--- src/rtl/aptc_pkg.sv ---
`timescale 1ns / 1ps
// ----------------------------------------------------------------------------
// aptc_pkg: shared types and constants for the altitude PID thrust core
// Fixed-point widths, register indexes, sequencer states and the request and
// response structs of the shared multiplier and divider.
// ----------------------------------------------------------------------------
package aptc_pkg;

    // Data format
    localparam int DATA_WIDTH    = 32;   // signed data words
    localparam int FRAC_BITS     = 16;   // fraction bits of data and gains
    localparam int CFG_W         = 24;   // configuration registers
    localparam int TILT_W        = 15;   // tilt cosine, unsigned Q1.14
    localparam int TILT_ONE_BITS = 14;
    localparam int DT_W          = 16;   // time step, Q0.16
    localparam int DT_FRAC_BITS  = 16;
    localparam int ERR_W         = DATA_WIDTH + 1;
    localparam int INT_W         = 40;   // error integral
    localparam int INT_EXT_W     = 50;   // integral plus increment before saturation
    localparam int SUM_W         = 49;   // saturated term sum
    localparam int ACC_W         = 51;   // term accumulator
    localparam int SUM_MAG_W     = SUM_W - 1;
    localparam int LIMIT_W       = 40;

    // Shared multiplier: 48-bit magnitude times 24-bit factor, two 24-bit chunks
    localparam int MUL_A_W     = 48;
    localparam int MUL_B_W     = 24;
    localparam int MUL_CHUNK_W = 24;
    localparam int PROD_W      = 64;
    localparam int P_W         = PROD_W + 1;
    localparam int PROD_HI_W   = PROD_W - FRAC_BITS;

    // Shared divider: 64-bit dividend, 16-bit divisor, 44 quotient bits
    localparam int DIV_N_W     = 64;
    localparam int DIV_D_W     = 16;
    localparam int DIV_Q_W     = 44;
    localparam int DIV_STEPS   = 4;
    localparam int DIV_CYCLES  = DIV_Q_W / DIV_STEPS;
    localparam int DIV_CNT_W   = $clog2(DIV_CYCLES);

    localparam int CFG_IDX_W   = 3;

    // Register indexes
    typedef enum logic [CFG_IDX_W-1:0] {
        REG_POS_GAIN     = 3'd0,
        REG_VEL_GAIN     = 3'd1,
        REG_INT_GAIN     = 3'd2,
        REG_VEHICLE_MASS = 3'd3,
        REG_ASCENT_LIMIT = 3'd4,
        REG_GRAVITY      = 3'd5
    } cfg_idx_t;

    localparam logic [CFG_W-1:0] MASS_RST    = 24'd65536;
    localparam logic [CFG_W-1:0] ASCENT_RST  = 24'd6553600;
    localparam logic [CFG_W-1:0] GRAVITY_RST = 24'd642908;

    localparam logic [INT_W-1:0] INT_MAX = {1'b0, {(INT_W-1){1'b1}}};
    localparam logic [INT_W-1:0] INT_MIN = {1'b1, {(INT_W-1){1'b0}}};

    localparam logic signed [ACC_W-1:0] SUM_MAX =
        {{(ACC_W-SUM_W+1){1'b0}}, {(SUM_W-1){1'b1}}};
    localparam logic signed [ACC_W-1:0] SUM_MIN = -SUM_MAX;

    localparam logic [LIMIT_W-1:0] NO_LIMIT = {LIMIT_W{1'b1}};

    localparam logic [DATA_WIDTH-1:0] D_MAX = {1'b0, {(DATA_WIDTH-1){1'b1}}};
    localparam logic [DATA_WIDTH-1:0] D_MIN = {1'b1, {(DATA_WIDTH-1){1'b0}}};

    typedef struct packed {
        logic [CFG_W-1:0] pos_gain;
        logic [CFG_W-1:0] vel_gain;
        logic [CFG_W-1:0] int_gain;
        logic [CFG_W-1:0] vehicle_mass;
        logic [CFG_W-1:0] ascent_limit;
        logic [CFG_W-1:0] gravity_accel;
    } cfg_regs_t;

    typedef struct packed {
        logic               start;
        logic               neg;
        logic [MUL_A_W-1:0] a;
        logic [MUL_B_W-1:0] b;
    } mul_req_t;

    typedef struct packed {
        logic           done;
        logic [P_W-1:0] p;       // two's complement product
    } mul_rsp_t;

    typedef struct packed {
        logic               start;
        logic [DIV_N_W-1:0] n;
        logic [DIV_D_W-1:0] d;
    } div_req_t;

    typedef struct packed {
        logic               done;
        logic               ovf;  // quotient does not fit DIV_Q_W bits
        logic [DIV_Q_W-1:0] q;
    } div_rsp_t;

    typedef enum logic [1:0] {
        MP_IDLE,
        MP_LO,
        MP_HI,
        MP_SIGN
    } mul_phase_t;

    typedef enum logic [3:0] {
        ST_IDLE,
        ST_LOAD,
        ST_IWAIT,
        ST_PWAIT,
        ST_DWAIT,
        ST_KWAIT,
        ST_SAT,
        ST_AGO,
        ST_AWAIT,
        ST_LWAIT,
        ST_CLAMP,
        ST_MWAIT,
        ST_FIN
    } ctl_state_t;

endpackage

--- src/rtl/aptc_cfg_regs.sv ---
`timescale 1ns / 1ps
// ----------------------------------------------------------------------------
// aptc_cfg_regs: configuration register file
// Six 24-bit registers written through a valid/ready port; unknown indexes
// are dropped.
// ----------------------------------------------------------------------------
module aptc_cfg_regs (
    input  logic                               clk,
    input  logic                               rst_n,
    input  logic                               cfg_valid,
    output logic                               cfg_ready,
    input  logic [aptc_pkg::CFG_IDX_W-1:0]     cfg_index,
    input  logic [aptc_pkg::CFG_W-1:0]         cfg_data,
    output aptc_pkg::cfg_regs_t                cfg
);
    import aptc_pkg::*;

    cfg_regs_t cfg_reg;

    assign cfg_ready = 1'b1;
    assign cfg       = cfg_reg;

    always_ff @(posedge clk or negedge rst_n)
    begin
        if (!rst_n)
        begin
            cfg_reg.pos_gain      <= '0;
            cfg_reg.vel_gain      <= '0;
            cfg_reg.int_gain      <= '0;
            cfg_reg.vehicle_mass  <= MASS_RST;
            cfg_reg.ascent_limit  <= ASCENT_RST;
            cfg_reg.gravity_accel <= GRAVITY_RST;
        end
        else if (cfg_valid)
        begin
            case (cfg_index)
                REG_POS_GAIN:     cfg_reg.pos_gain      <= cfg_data;
                REG_VEL_GAIN:     cfg_reg.vel_gain      <= cfg_data;
                REG_INT_GAIN:     cfg_reg.int_gain      <= cfg_data;
                REG_VEHICLE_MASS: cfg_reg.vehicle_mass  <= cfg_data;
                REG_ASCENT_LIMIT: cfg_reg.ascent_limit  <= cfg_data;
                REG_GRAVITY:      cfg_reg.gravity_accel <= cfg_data;
                default:          ;
            endcase
        end
    end

endmodule

--- src/rtl/aptc_mul.sv ---
`timescale 1ns / 1ps
// ----------------------------------------------------------------------------
// aptc_mul: shared sign-magnitude multiplier
// One 24x24 multiplier, used for the low then the high chunk of the
// magnitude; the sign is applied in a third step.
// ----------------------------------------------------------------------------
module aptc_mul (
    input  logic                clk,
    input  logic                rst_n,
    input  aptc_pkg::mul_req_t  req,
    output aptc_pkg::mul_rsp_t  rsp
);
    import aptc_pkg::*;

    mul_phase_t               phase_reg, phase_next;
    logic                     done_reg;
    logic [MUL_A_W-1:0]       a_reg;
    logic [MUL_B_W-1:0]       b_reg;
    logic                     neg_reg;
    logic [PROD_W-1:0]        acc_reg;
    logic [P_W-1:0]           p_reg;
    logic [MUL_CHUNK_W-1:0]   chunk;
    logic [2*MUL_CHUNK_W-1:0] part;

    assign chunk = (phase_reg == MP_LO) ? a_reg[MUL_CHUNK_W-1:0]
                                        : a_reg[MUL_A_W-1:MUL_CHUNK_W];
    assign part  = chunk * b_reg;

    assign rsp.done = done_reg;
    assign rsp.p    = p_reg;

    always_comb
    begin
        phase_next = phase_reg;
        case (phase_reg)
            MP_IDLE: if (req.start) phase_next = MP_LO;
            MP_LO:   phase_next = MP_HI;
            MP_HI:   phase_next = MP_SIGN;
            MP_SIGN: phase_next = MP_IDLE;
            default: phase_next = MP_IDLE;
        endcase
    end

    always_ff @(posedge clk or negedge rst_n)
    begin
        if (!rst_n)
        begin
            phase_reg <= MP_IDLE;
            done_reg  <= 1'b0;
        end
        else
        begin
            phase_reg <= phase_next;
            done_reg  <= (phase_reg == MP_SIGN);
        end
    end

    always_ff @(posedge clk)
    begin
        case (phase_reg)
            MP_IDLE:
            begin
                if (req.start)
                begin
                    a_reg   <= req.a;
                    b_reg   <= req.b;
                    neg_reg <= req.neg;
                end
            end
            MP_LO:   acc_reg <= {{(PROD_W-2*MUL_CHUNK_W){1'b0}}, part};
            MP_HI:   acc_reg <= acc_reg + {part[PROD_W-MUL_CHUNK_W-1:0], {MUL_CHUNK_W{1'b0}}};
            MP_SIGN: p_reg   <= neg_reg ? ({P_W{1'b0}} - {1'b0, acc_reg}) : {1'b0, acc_reg};
            default: ;
        endcase
    end

endmodule

--- src/rtl/aptc_div.sv ---
`timescale 1ns / 1ps
// ----------------------------------------------------------------------------
// aptc_div: shared unsigned restoring divider
// 44 quotient bits, four per cycle, narrow 16-bit divisor. Flags overflow
// when the quotient would need more than 44 bits.
// ----------------------------------------------------------------------------
module aptc_div (
    input  logic                clk,
    input  logic                rst_n,
    input  aptc_pkg::div_req_t  req,
    output aptc_pkg::div_rsp_t  rsp
);
    import aptc_pkg::*;

    logic                 busy_reg;
    logic                 done_reg;
    logic                 ovf_reg;
    logic [DIV_CNT_W-1:0] cnt_reg;
    logic [DIV_D_W-1:0]   rem_reg;
    logic [DIV_D_W-1:0]   div_reg;
    logic [DIV_Q_W-1:0]   num_reg;
    logic [DIV_D_W-1:0]   rem_step;
    logic [DIV_Q_W-1:0]   num_step;
    logic                 last;

    assign last = (cnt_reg == DIV_CNT_W'(DIV_CYCLES - 1));

    assign rsp.done = done_reg;
    assign rsp.ovf  = ovf_reg;
    assign rsp.q    = num_reg;

    // four restoring steps; quotient bits shift in as dividend bits leave
    always_comb
    begin
        logic [DIV_D_W-1:0] r;
        logic [DIV_Q_W-1:0] n;
        logic [DIV_D_W:0]   r_ext;
        logic [DIV_D_W:0]   r_diff;
        r = rem_reg;
        n = num_reg;
        for (int k = 0; k < DIV_STEPS; k++)
        begin
            r_ext  = {r, n[DIV_Q_W-1]};
            r_diff = r_ext - {1'b0, div_reg};
            n      = {n[DIV_Q_W-2:0], 1'b0};
            if (r_ext >= {1'b0, div_reg})
            begin
                r    = r_diff[DIV_D_W-1:0];
                n[0] = 1'b1;
            end
            else
            begin
                r = r_ext[DIV_D_W-1:0];
            end
        end
        rem_step = r;
        num_step = n;
    end

    always_ff @(posedge clk or negedge rst_n)
    begin
        if (!rst_n)
        begin
            busy_reg <= 1'b0;
            done_reg <= 1'b0;
            cnt_reg  <= '0;
        end
        else
        begin
            done_reg <= busy_reg && last;
            if (req.start && !busy_reg)
            begin
                busy_reg <= 1'b1;
                cnt_reg  <= '0;
            end
            else if (busy_reg)
            begin
                cnt_reg <= cnt_reg + 1'b1;
                if (last)
                    busy_reg <= 1'b0;
            end
        end
    end

    always_ff @(posedge clk)
    begin
        if (req.start && !busy_reg)
        begin
            ovf_reg <= (req.n[DIV_N_W-1:DIV_Q_W] >=
                        {{(DIV_N_W-DIV_Q_W-DIV_D_W){1'b0}}, req.d});
            rem_reg <= req.n[DIV_Q_W+DIV_D_W-1:DIV_Q_W];
            num_reg <= req.n[DIV_Q_W-1:0];
            div_reg <= req.d;
        end
        else if (busy_reg)
        begin
            rem_reg <= rem_step;
            num_reg <= num_step;
        end
    end

endmodule

--- src/rtl/altitude_pid_thrust_core.sv ---
`timescale 1ns / 1ps
// ----------------------------------------------------------------------------
// altitude_pid_thrust_core: vertical PID step with feed-forward to thrust
// Sequencer around one shared multiplier and one shared divider.
// ----------------------------------------------------------------------------
// Usage:
//   Input channel (in_valid/in_ready) carries one control step per
//   transaction: setpoints, measurements, feed-forward, tilt cosine and time
//   step. Output channel (out_valid/out_ready) returns thrust and the
//   limited flag, one transaction per input transaction, in order.
//   Config channel (cfg_valid/cfg_ready) writes the six gain/limit registers,
//   always ready; the user writes it only while the core is idle (unenforced).
// Sequence:
//   Each step takes five products through the shared 24x24 multiplier and
//   two 44-bit divisions through the shared divider at 4 quotient bits per
//   cycle; with a zero tilt cosine the divisions and the last product are
//   skipped. in_ready rises in the same cycle as out_valid, so a new step is
//   taken only after the previous result has reached the output register.
// Reset:
//   rst_n clears the error integral and loads the register defaults.
// Backpressure:
//   A finished result sits in the output register; a new transaction is
//   taken meanwhile, and its result waits in the final state until the
//   output register is free.
// ----------------------------------------------------------------------------
module altitude_pid_thrust_core (
    input  logic                                     clk,
    input  logic                                     rst_n,
    // input channel
    input  logic                                     in_valid,
    output logic                                     in_ready,
    input  logic signed [aptc_pkg::DATA_WIDTH-1:0]   pos_cmd,
    input  logic signed [aptc_pkg::DATA_WIDTH-1:0]   vel_cmd,
    input  logic signed [aptc_pkg::DATA_WIDTH-1:0]   pos_now,
    input  logic signed [aptc_pkg::DATA_WIDTH-1:0]   vel_now,
    input  logic signed [aptc_pkg::DATA_WIDTH-1:0]   accel_ff,
    input  logic        [aptc_pkg::TILT_W-1:0]       tilt_cosine,
    input  logic        [aptc_pkg::DT_W-1:0]         time_step,
    // output channel
    output logic                                     out_valid,
    input  logic                                     out_ready,
    output logic signed [aptc_pkg::DATA_WIDTH-1:0]   thrust,
    output logic                                     limited,
    // configuration channel
    input  logic                                     cfg_valid,
    output logic                                     cfg_ready,
    input  logic        [aptc_pkg::CFG_IDX_W-1:0]    cfg_index,
    input  logic        [aptc_pkg::CFG_W-1:0]        cfg_data
);
    import aptc_pkg::*;

    cfg_regs_t  cfg;
    mul_req_t   mul_req;
    mul_rsp_t   mul_rsp;
    div_req_t   div_req;
    div_rsp_t   div_rsp;

    ctl_state_t state_reg, state_next;

    // step operands
    logic [ERR_W-1:0]      zerr_reg;
    logic [ERR_W-1:0]      verr_reg;
    logic [TILT_W-1:0]     tilt_reg;
    logic [DT_W-1:0]       dt_reg;
    logic [ACC_W-1:0]      sum_reg;
    logic [INT_W-1:0]      integral_reg;
    logic [DIV_Q_W-1:0]    quot_reg;
    logic                  aovf_reg;
    logic [LIMIT_W-1:0]    limit_reg;
    logic                  lim_reg;

    // output register
    logic                  out_valid_reg;
    logic [DATA_WIDTH-1:0] thrust_reg;
    logic                  limited_reg;

    // datapath
    logic [ERR_W-1:0]      zerr_mag;
    logic [ERR_W-1:0]      verr_mag;
    logic [INT_W-1:0]      int_mag;
    logic signed [P_W-1:0] term_f;
    logic signed [P_W-1:0] term_dt;
    logic [INT_EXT_W-1:0]  int_sum;
    logic                  int_fits;
    logic [INT_W-1:0]      int_sat;
    logic [ACC_W-1:0]      sum_add;
    logic [ACC_W-1:0]      sum_sat;
    logic [ACC_W-1:0]      sum_neg;
    logic [SUM_MAG_W-1:0]  sum_mag;
    logic                  acc_neg;
    logic                  over;
    logic [LIMIT_W-1:0]    clamp_mag;
    logic [PROD_HI_W-1:0]  prod_hi;
    logic                  big_pos;
    logic                  big_neg;
    logic [DATA_WIDTH-1:0] thrust_fin;
    logic                  limited_fin;
    logic                  out_free;
    logic                  accept;
    logic                  fin_load;

    aptc_cfg_regs u_cfg (
        .clk       (clk),
        .rst_n     (rst_n),
        .cfg_valid (cfg_valid),
        .cfg_ready (cfg_ready),
        .cfg_index (cfg_index),
        .cfg_data  (cfg_data),
        .cfg       (cfg)
    );

    aptc_mul u_mul (
        .clk   (clk),
        .rst_n (rst_n),
        .req   (mul_req),
        .rsp   (mul_rsp)
    );

    aptc_div u_div (
        .clk   (clk),
        .rst_n (rst_n),
        .req   (div_req),
        .rsp   (div_rsp)
    );

    assign out_valid = out_valid_reg;
    assign thrust    = thrust_reg;
    assign limited   = limited_reg;

    assign accept   = in_valid && in_ready;
    assign out_free = !out_valid_reg || out_ready;
    assign fin_load = (state_reg == ST_FIN) && out_free;

    // magnitudes fed to the multiplier
    assign zerr_mag = zerr_reg[ERR_W-1] ? ({ERR_W{1'b0}} - zerr_reg) : zerr_reg;
    assign verr_mag = verr_reg[ERR_W-1] ? ({ERR_W{1'b0}} - verr_reg) : verr_reg;
    assign int_mag  = integral_reg[INT_W-1] ? ({INT_W{1'b0}} - integral_reg) : integral_reg;

    // floor shifts of the signed product
    assign term_f  = $signed(mul_rsp.p) >>> FRAC_BITS;
    assign term_dt = $signed(mul_rsp.p) >>> DT_FRAC_BITS;

    // saturating integral update
    assign int_sum  = {{(INT_EXT_W-INT_W){integral_reg[INT_W-1]}}, integral_reg}
                    + term_dt[INT_EXT_W-1:0];
    assign int_fits = (&int_sum[INT_EXT_W-1:INT_W-1]) | ~(|int_sum[INT_EXT_W-1:INT_W-1]);
    assign int_sat  = int_fits ? int_sum[INT_W-1:0]
                               : (int_sum[INT_EXT_W-1] ? INT_MIN : INT_MAX);

    // term accumulation and symmetric saturation
    assign sum_add = sum_reg + term_f[ACC_W-1:0];
    assign sum_sat = ($signed(sum_reg) > SUM_MAX) ? SUM_MAX :
                     (($signed(sum_reg) < SUM_MIN) ? SUM_MIN : sum_reg);
    assign sum_neg = {ACC_W{1'b0}} - sum_reg;
    assign sum_mag = sum_reg[ACC_W-1] ? sum_neg[SUM_MAG_W-1:0] : sum_reg[SUM_MAG_W-1:0];
    assign acc_neg = sum_reg[ACC_W-1];

    // acceleration clamp
    assign over      = aovf_reg || (quot_reg > {{(DIV_Q_W-LIMIT_W){1'b0}}, limit_reg});
    assign clamp_mag = over ? limit_reg : quot_reg[LIMIT_W-1:0];

    // thrust = -mass * acc, saturated to the data width
    assign prod_hi = mul_rsp.p[PROD_W-1:FRAC_BITS];
    assign big_neg = |prod_hi[PROD_HI_W-1:DATA_WIDTH-1];
    assign big_pos = (|prod_hi[PROD_HI_W-1:DATA_WIDTH])
                   || (prod_hi[DATA_WIDTH-1] && (|prod_hi[DATA_WIDTH-2:0]));

    always_comb
    begin
        if (tilt_reg == '0)
        begin
            // no vertical authority: drive to the rail opposite the demand
            thrust_fin  = acc_neg ? D_MAX : D_MIN;
            limited_fin = 1'b1;
        end
        else if (acc_neg)
        begin
            thrust_fin  = big_neg ? D_MAX : prod_hi[DATA_WIDTH-1:0];
            limited_fin = lim_reg | big_neg;
        end
        else
        begin
            thrust_fin  = big_pos ? D_MIN : ({DATA_WIDTH{1'b0}} - prod_hi[DATA_WIDTH-1:0]);
            limited_fin = lim_reg | big_pos;
        end
    end

    // next state
    always_comb
    begin
        state_next = state_reg;
        case (state_reg)
            ST_IDLE:  if (in_valid) state_next = ST_LOAD;
            ST_LOAD:  state_next = ST_IWAIT;
            ST_IWAIT: if (mul_rsp.done) state_next = ST_PWAIT;
            ST_PWAIT: if (mul_rsp.done) state_next = ST_DWAIT;
            ST_DWAIT: if (mul_rsp.done) state_next = ST_KWAIT;
            ST_KWAIT: if (mul_rsp.done) state_next = ST_SAT;
            ST_SAT:   state_next = ST_AGO;
            ST_AGO:   state_next = (tilt_reg == '0) ? ST_FIN : ST_AWAIT;
            ST_AWAIT: if (div_rsp.done) state_next = ST_LWAIT;
            ST_LWAIT: if (div_rsp.done) state_next = ST_CLAMP;
            ST_CLAMP: state_next = ST_MWAIT;
            ST_MWAIT: if (mul_rsp.done) state_next = ST_FIN;
            ST_FIN:   if (out_free) state_next = ST_IDLE;
            default:  state_next = ST_IDLE;
        endcase
    end

    // sequencer outputs: unit requests and input handshake
    always_comb
    begin
        in_ready      = (state_reg == ST_IDLE);
        mul_req.start = 1'b0;
        mul_req.neg   = zerr_reg[ERR_W-1];
        mul_req.a     = {{(MUL_A_W-ERR_W){1'b0}}, zerr_mag};
        mul_req.b     = cfg.pos_gain;
        div_req.start = 1'b0;
        div_req.n     = {{(DIV_N_W-SUM_MAG_W-TILT_ONE_BITS){1'b0}}, sum_mag,
                         {TILT_ONE_BITS{1'b0}}};
        div_req.d     = {{(DIV_D_W-TILT_W){1'b0}}, tilt_reg};
        case (state_reg)
            ST_LOAD:
            begin
                // integral increment: zerr * dt
                mul_req.start = 1'b1;
                mul_req.b     = {{(MUL_B_W-DT_W){1'b0}}, dt_reg};
            end
            ST_IWAIT:
            begin
                // P term
                mul_req.start = mul_rsp.done;
            end
            ST_PWAIT:
            begin
                // D term
                mul_req.start = mul_rsp.done;
                mul_req.neg   = verr_reg[ERR_W-1];
                mul_req.a     = {{(MUL_A_W-ERR_W){1'b0}}, verr_mag};
                mul_req.b     = cfg.vel_gain;
            end
            ST_DWAIT:
            begin
                // I term on the updated integral
                mul_req.start = mul_rsp.done;
                mul_req.neg   = integral_reg[INT_W-1];
                mul_req.a     = {{(MUL_A_W-INT_W){1'b0}}, int_mag};
                mul_req.b     = cfg.int_gain;
            end
            ST_AGO:
            begin
                // |sum| * 2^14 / tilt
                div_req.start = (tilt_reg != '0);
            end
            ST_AWAIT:
            begin
                // ascent_limit * 2^16 / dt
                div_req.start = div_rsp.done;
                div_req.n     = {{(DIV_N_W-CFG_W-DT_FRAC_BITS){1'b0}}, cfg.ascent_limit,
                                 {DT_FRAC_BITS{1'b0}}};
                div_req.d     = dt_reg;
            end
            ST_CLAMP:
            begin
                // |acc| * mass
                mul_req.start = 1'b1;
                mul_req.neg   = 1'b0;
                mul_req.a     = {{(MUL_A_W-LIMIT_W){1'b0}}, clamp_mag};
                mul_req.b     = cfg.vehicle_mass;
            end
            default: ;
        endcase
    end

    // control state
    always_ff @(posedge clk or negedge rst_n)
    begin
        if (!rst_n)
        begin
            state_reg     <= ST_IDLE;
            integral_reg  <= '0;
            out_valid_reg <= 1'b0;
        end
        else
        begin
            state_reg <= state_next;
            if ((state_reg == ST_IWAIT) && mul_rsp.done)
                integral_reg <= int_sat;
            if (fin_load)
                out_valid_reg <= 1'b1;
            else if (out_ready)
                out_valid_reg <= 1'b0;
        end
    end

    // payload
    always_ff @(posedge clk)
    begin
        if (accept)
        begin
            zerr_reg <= {pos_cmd[DATA_WIDTH-1], pos_cmd} - {pos_now[DATA_WIDTH-1], pos_now};
            verr_reg <= {vel_cmd[DATA_WIDTH-1], vel_cmd} - {vel_now[DATA_WIDTH-1], vel_now};
            sum_reg  <= {{(ACC_W-DATA_WIDTH){accel_ff[DATA_WIDTH-1]}}, accel_ff}
                      - {{(ACC_W-CFG_W){1'b0}}, cfg.gravity_accel};
            tilt_reg <= tilt_cosine;
            dt_reg   <= time_step;
        end
        if (((state_reg == ST_PWAIT) || (state_reg == ST_DWAIT) ||
             (state_reg == ST_KWAIT)) && mul_rsp.done)
            sum_reg <= sum_add;
        if (state_reg == ST_SAT)
            sum_reg <= sum_sat;
        if ((state_reg == ST_AWAIT) && div_rsp.done)
        begin
            quot_reg <= div_rsp.q;
            aovf_reg <= div_rsp.ovf;
        end
        if ((state_reg == ST_LWAIT) && div_rsp.done)
            limit_reg <= (dt_reg == '0) ? NO_LIMIT : div_rsp.q[LIMIT_W-1:0];
        if (state_reg == ST_CLAMP)
            lim_reg <= over;
        if (fin_load)
        begin
            thrust_reg  <= thrust_fin;
            limited_reg <= limited_fin;
        end
    end

endmodule

--- config.mk ---
export PLATFORM = sky130hd
export DESIGN_NAME = altitude_pid_thrust_core
export DESIGN_NICKNAME = d
export VERILOG_FILES = /design/src/rtl/aptc_pkg.sv /design/src/rtl/aptc_cfg_regs.sv /design/src/rtl/aptc_mul.sv /design/src/rtl/aptc_div.sv /design/src/rtl/altitude_pid_thrust_core.sv
export SDC_FILE = /design/constraint.sdc
export NUM_CORES = 2
export LEC_CHECK = 0
export BUFFER_PORTS_ARGS = -buffer_cell sky130_fd_sc_hd__buf_2
export CORE_MARGIN = 2
export CORE_UTILIZATION = 65
export DETAILED_ROUTE_END_ITERATION = 8
export PLACE_DENSITY = 0.85
export SLEW_MARGIN = 10
export SYNTH_ARGS = -nofsm -noshare
export SYNTH_HDL_FRONTEND = slang
export SYNTH_SLANG_ARGS = --single-unit
--- constraint.sdc ---
create_clock -name clk -period 26.3 [get_ports clk]
set_clock_uncertainty 0.05 [all_clocks]
set_input_delay 5.26 -clock clk [delete_from_list [all_inputs] [get_ports clk]]
set_output_delay 5.26 -clock clk [all_outputs]
set_load 0.02 [all_outputs]
==> impl.org <==
** GRT
- Global-route wire length before repair :: 325000 um
- Vias in the first global route :: 55660
- Overall Global Routing Usage :: 0.399
- Remaining global-route overflow :: 0
- Entering global routing, the biggest net connects 115 pins.
- Antenna violations before repair :: 9

** CTS
- TritonCTS built the clock tree.
- The tree is rooted in a sky130_fd_sc_hd__clkbuf_16.
- Post-CTS setup buffers :: 0
- For the worst-skew pair, the clock arrives at the later sink with an insertion delay of 690 ps.
- After clock tree synthesis, the clock-pin slew on the worst setup and hold paths is 60 ps.
- Cells resized by post-CTS repair :: 0
- The H-tree generated during clock tree synthesis spans 3 levels.
- Number of hold buffers added after CTS :: 0
- The clock passes through at most 3 buffers.
- Total number of clock tree sinks :: 720
- Clock buffers created by TritonCTS :: 80

** Layout
- Fin cells :: 8617
- Layout cells sized above 1 :: 0.104
- Filler cell count :: 7595
- The register with the most flip-flops in the layout has 144 of them.
- In the final layout, the multi-input gates occupy 0.0433 mm^2.
- Synthesis-to-layout area growth :: 7.88%
- The final layout contains 8417 nets.
- Summing all flip-flop and latch instances after layout gives 0.0206 mm^2.

** Worst hold path
- The path with the worst hold slack has its endpoint at quot_reg[17].
- Along the worst hold path, the cell count comes to 0.
- The startpoint identified for the worst hold timing path is u_div.num_reg[17].
- Type of the worst min-delay path :: register to register

** Yosys
- By area the synthesized netlist is led by sky130_fd_sc_hd__edfxtp_1, sky130_fd_sc_hd__fa_1, sky130_fd_sc_hd__ha_1.
- Summing every instance area after synthesis gives 0.0678 mm^2.
- Cell taking the most area after synthesis :: sky130_fd_sc_hd__edfxtp_1
- Primary FF master, synth :: sky130_fd_sc_hd__edfxtp_1
- Count of synthesis-stage warnings from yosys :: 0
- Share of the synthesized netlist area taken by xor and xnor gates :: 0.0600
- The share of synthesized area in the top cell type comes to 0.231.
- Counting flops with a built-in enable in the synthesized netlist gives 522.
- Synthesized-area fraction occupied by ao, oa, aoi and oai cells :: 0.145
- Mux cell area share after synthesis :: 0.0435
- Of the total synthesized cell area, the portion taken by full adders, half adders and majority gates is 0.244.
- Net count after synthesis :: 8283
- For this run, the register share of the synthesized area comes to 0.305.
- Flip-flop and latch count after synthesis :: 720
- Number of distinct standard cells referenced by the synthesized netlist :: 104
- Async set or reset register ratio after synthesis :: 0.275
- Averaged over all synthesized cells, the footprint is 9.63 um^2.
- Simple-gate share of the synthesized area :: 0.145
- Counting instances in the post-synthesis netlist gives the leading cell types as sky130_fd_sc_hd__inv_1, sky130_fd_sc_hd__nand2_1, sky130_fd_sc_hd__ha_1, sky130_fd_sc_hd__edfxtp_1, sky130_fd_sc_hd__fa_1.
- Synthesis handed over a netlist of 7035 instances.
- After synthesis, the largest family of logic cells by area is adder cells.
- By instance count, the leading cell after synthesis is sky130_fd_sc_hd__inv_1.

** Worst setup path
- STA classifies the critical path endpoint as a register.
- Data on the critical path is required at its endpoint by 26640 ps.
- Cell count of the worst reg-to-reg path :: 37
- The endpoint identified for the worst register-to-register timing path is u_mul.acc_reg[63].
- Counting both buffers and inverters, the worst setup path holds a total of 7.
- Start-to-end type of the worst setup path :: register to register
- Of all nets on the critical path, the largest fanout is 90.
- Among cell families on the critical path, the largest total delay comes from adder cells.
- CP max-delay cell :: sky130_fd_sc_hd__mux2_2
- The worst register-to-register path begins at u_mul.phase_reg[1].
- Data arrival at the endpoint of the critical path :: 11750 ps
- The setup check on the worst reg-to-reg path leaves a slack of 14890 ps.
- Delay contributed by the slowest stage of the critical path :: 710 ps
- The worst setup path is launched from a register.
- Critical Path Most Common Cell :: sky130_fd_sc_hd__fa_1

** Route
- Summed over all layers, the routed wires come to 214000 um.
- Detailed-route vias per instance :: 6.51
- Final ANT Viol Nets :: 0
- Via count :: 56117
- DRC :: 0
- Dividing the detail-routed wire length by the instance count gives 24.8 um.
- Number of detailed-routing iterations run before antenna repair :: 7
- In this run, the number of DRC markers left after iteration 0 of detailed routing was 6713.

** STA
- Slew of the pin with the lowest slew margin :: 1280 ps
- In this run the tightest slew margin relative to its limit is 0.143.
- Setup repair after global routing left no endpoint under its margin.
- Dividing the final minimum period by the clock period gives 0.434.
- Timing would allow up to 0.0877 GHz.
- After routing, the total negative slack on setup checks comes to 0 ps.
- Number of hold-slack violations in the final timing report :: 0
- The worst path in the final design needs a cycle of 11410 ps, including I/O delays and setup.
- Setup violations remaining at the end of the flow were counted as 0.
- The number of slew-limit violations in the final report came to 0.
- Once routing completed, OpenROAD measured the worst setup slack at 14890 ps.

** Floorplan
- In this run the vertical extent of the chip is 327 um.
- The floorplan has 118 rows.
- Starting Density :: 0.655
- The die covers 0.107 mm^2.
- Core box area :: 0.103 mm^2
- The die is 327 um wide.
- In this run the count of I/O pins placed on the die edge is 259.

** Place
- Routability Congestion :: 1.00
- Number of input and output port buffers inserted :: 257
- Post-detail-place hpwl :: 161000 um
- Counting tap cells, the placed design contains a total of 8466 instances.
- Timing analysis after detailed placement gives a worst setup slack of 15120 ps.

** Flow run
- Total of max-cap violations :: 0

** Status
- The flow ran to the end, and the final reports show no timing, DRC or antenna violations.
-- per-layer routing --
layer  up-vias  GRT usage  share of wire
met3       735      0.108           0.12
met2      3240      0.604           0.44
met4         2      0.238          0.071
met1     27294      0.516           0.37
met5         -          0       0.000051
li1      24846          -              -
-- through the flow --
stage	area, um^2	utilization	hold slack (ps)
2_1_floorplan	67800	-	350
3_3_place_gp	70400	0.680	399
3_5_place_dp	70400	0.680	404
4_1_cts	73100	0.706	421
5_1_grt	73100	0.706	438
6_report	73100	0.707	421
-- logic make-up (layout without fill, tap and decap cells) --
logic type / Yosys count / count (layout)
adders and majority gates: 1025 / 1025
AOI/OAI and AO/OA: 1538 / 1538
DFF: 720 / 720
xor gates and xnor gates: 464 / 464
muxes: 270 / 270
and+or+nand+nor: 1974 / 1974
buffers and inverters: 1043 / 1243
other: 1 / 3
-- layout by cell type, fill, tap and decap left out, types with 26 or more instances in the layout --
cell type,synthesis,layout
sky130_fd_sc_hd__a211oi_1,42,42
sky130_fd_sc_hd__a21o_1,151,151
sky130_fd_sc_hd__a21oi_1,422,422
sky130_fd_sc_hd__a221o_1,47,47
sky130_fd_sc_hd__a222oi_1,26,26
sky130_fd_sc_hd__a31oi_1,40,40
sky130_fd_sc_hd__and2_1,188,188
sky130_fd_sc_hd__and3_1,96,93
sky130_fd_sc_hd__buf_2,12,256
sky130_fd_sc_hd__buf_4,2,76
sky130_fd_sc_hd__clkbuf_16,0,82
sky130_fd_sc_hd__dfrtp_1,182,182
sky130_fd_sc_hd__edfxtp_1,522,522
sky130_fd_sc_hd__fa_1,492,492
sky130_fd_sc_hd__ha_1,533,531
sky130_fd_sc_hd__inv_1,760,760
sky130_fd_sc_hd__mux2_2,192,192
sky130_fd_sc_hd__mux2i_1,76,76
sky130_fd_sc_hd__nand2_1,710,709
sky130_fd_sc_hd__nand2b_1,113,113
sky130_fd_sc_hd__nand3_1,83,83
sky130_fd_sc_hd__nand4_1,59,59
sky130_fd_sc_hd__nor2_1,327,324
sky130_fd_sc_hd__nor2b_1,64,63
sky130_fd_sc_hd__nor3_1,108,104
sky130_fd_sc_hd__nor4_1,38,38
sky130_fd_sc_hd__o211ai_1,27,27
sky130_fd_sc_hd__o21a_1,70,70
sky130_fd_sc_hd__o21ai_0,392,392
sky130_fd_sc_hd__o21bai_1,35,34
sky130_fd_sc_hd__o22ai_1,36,36
sky130_fd_sc_hd__o31ai_1,68,68
sky130_fd_sc_hd__or2_2,26,26
sky130_fd_sc_hd__or3_1,53,53
sky130_fd_sc_hd__or4_1,28,28
sky130_fd_sc_hd__xnor2_1,255,255
sky130_fd_sc_hd__xor2_1,209,209
-- cell type report --
class,count,area share
diodes,2,0.0000684
repair buffers,334,0.0259
clock buffers,100,0.0293
multi-input cells,5272,0.592
flip-flops and latches,720,0.282
clock inverters,48,0.00772
inverters,761,0.0391
well taps,1380,0.0236
-- how the worst max path moves through the flow --
stage | start | end | slack, ps | cells past startpoint
after global placement | u_mul.phase_reg[1] | u_mul.acc_reg[63] | 15410 | 37
after detailed placement | u_mul.phase_reg[1] | u_mul.acc_reg[63] | 15120 | 37
after CTS | u_mul.phase_reg[1] | u_mul.acc_reg[63] | 15050 | 37
final | u_mul.phase_reg[1] | u_mul.acc_reg[63] | 14890 | 37
after floorplan | in_valid | sum_reg[0] | 15920 | 3
after global routing | u_div.div_reg[1] | u_div.rem_reg[0] | 14210 | 42
Power is left out: the tool's default activity adds up to more than one toggle a clock period on the data nets, which glitch-free logic cannot reach.
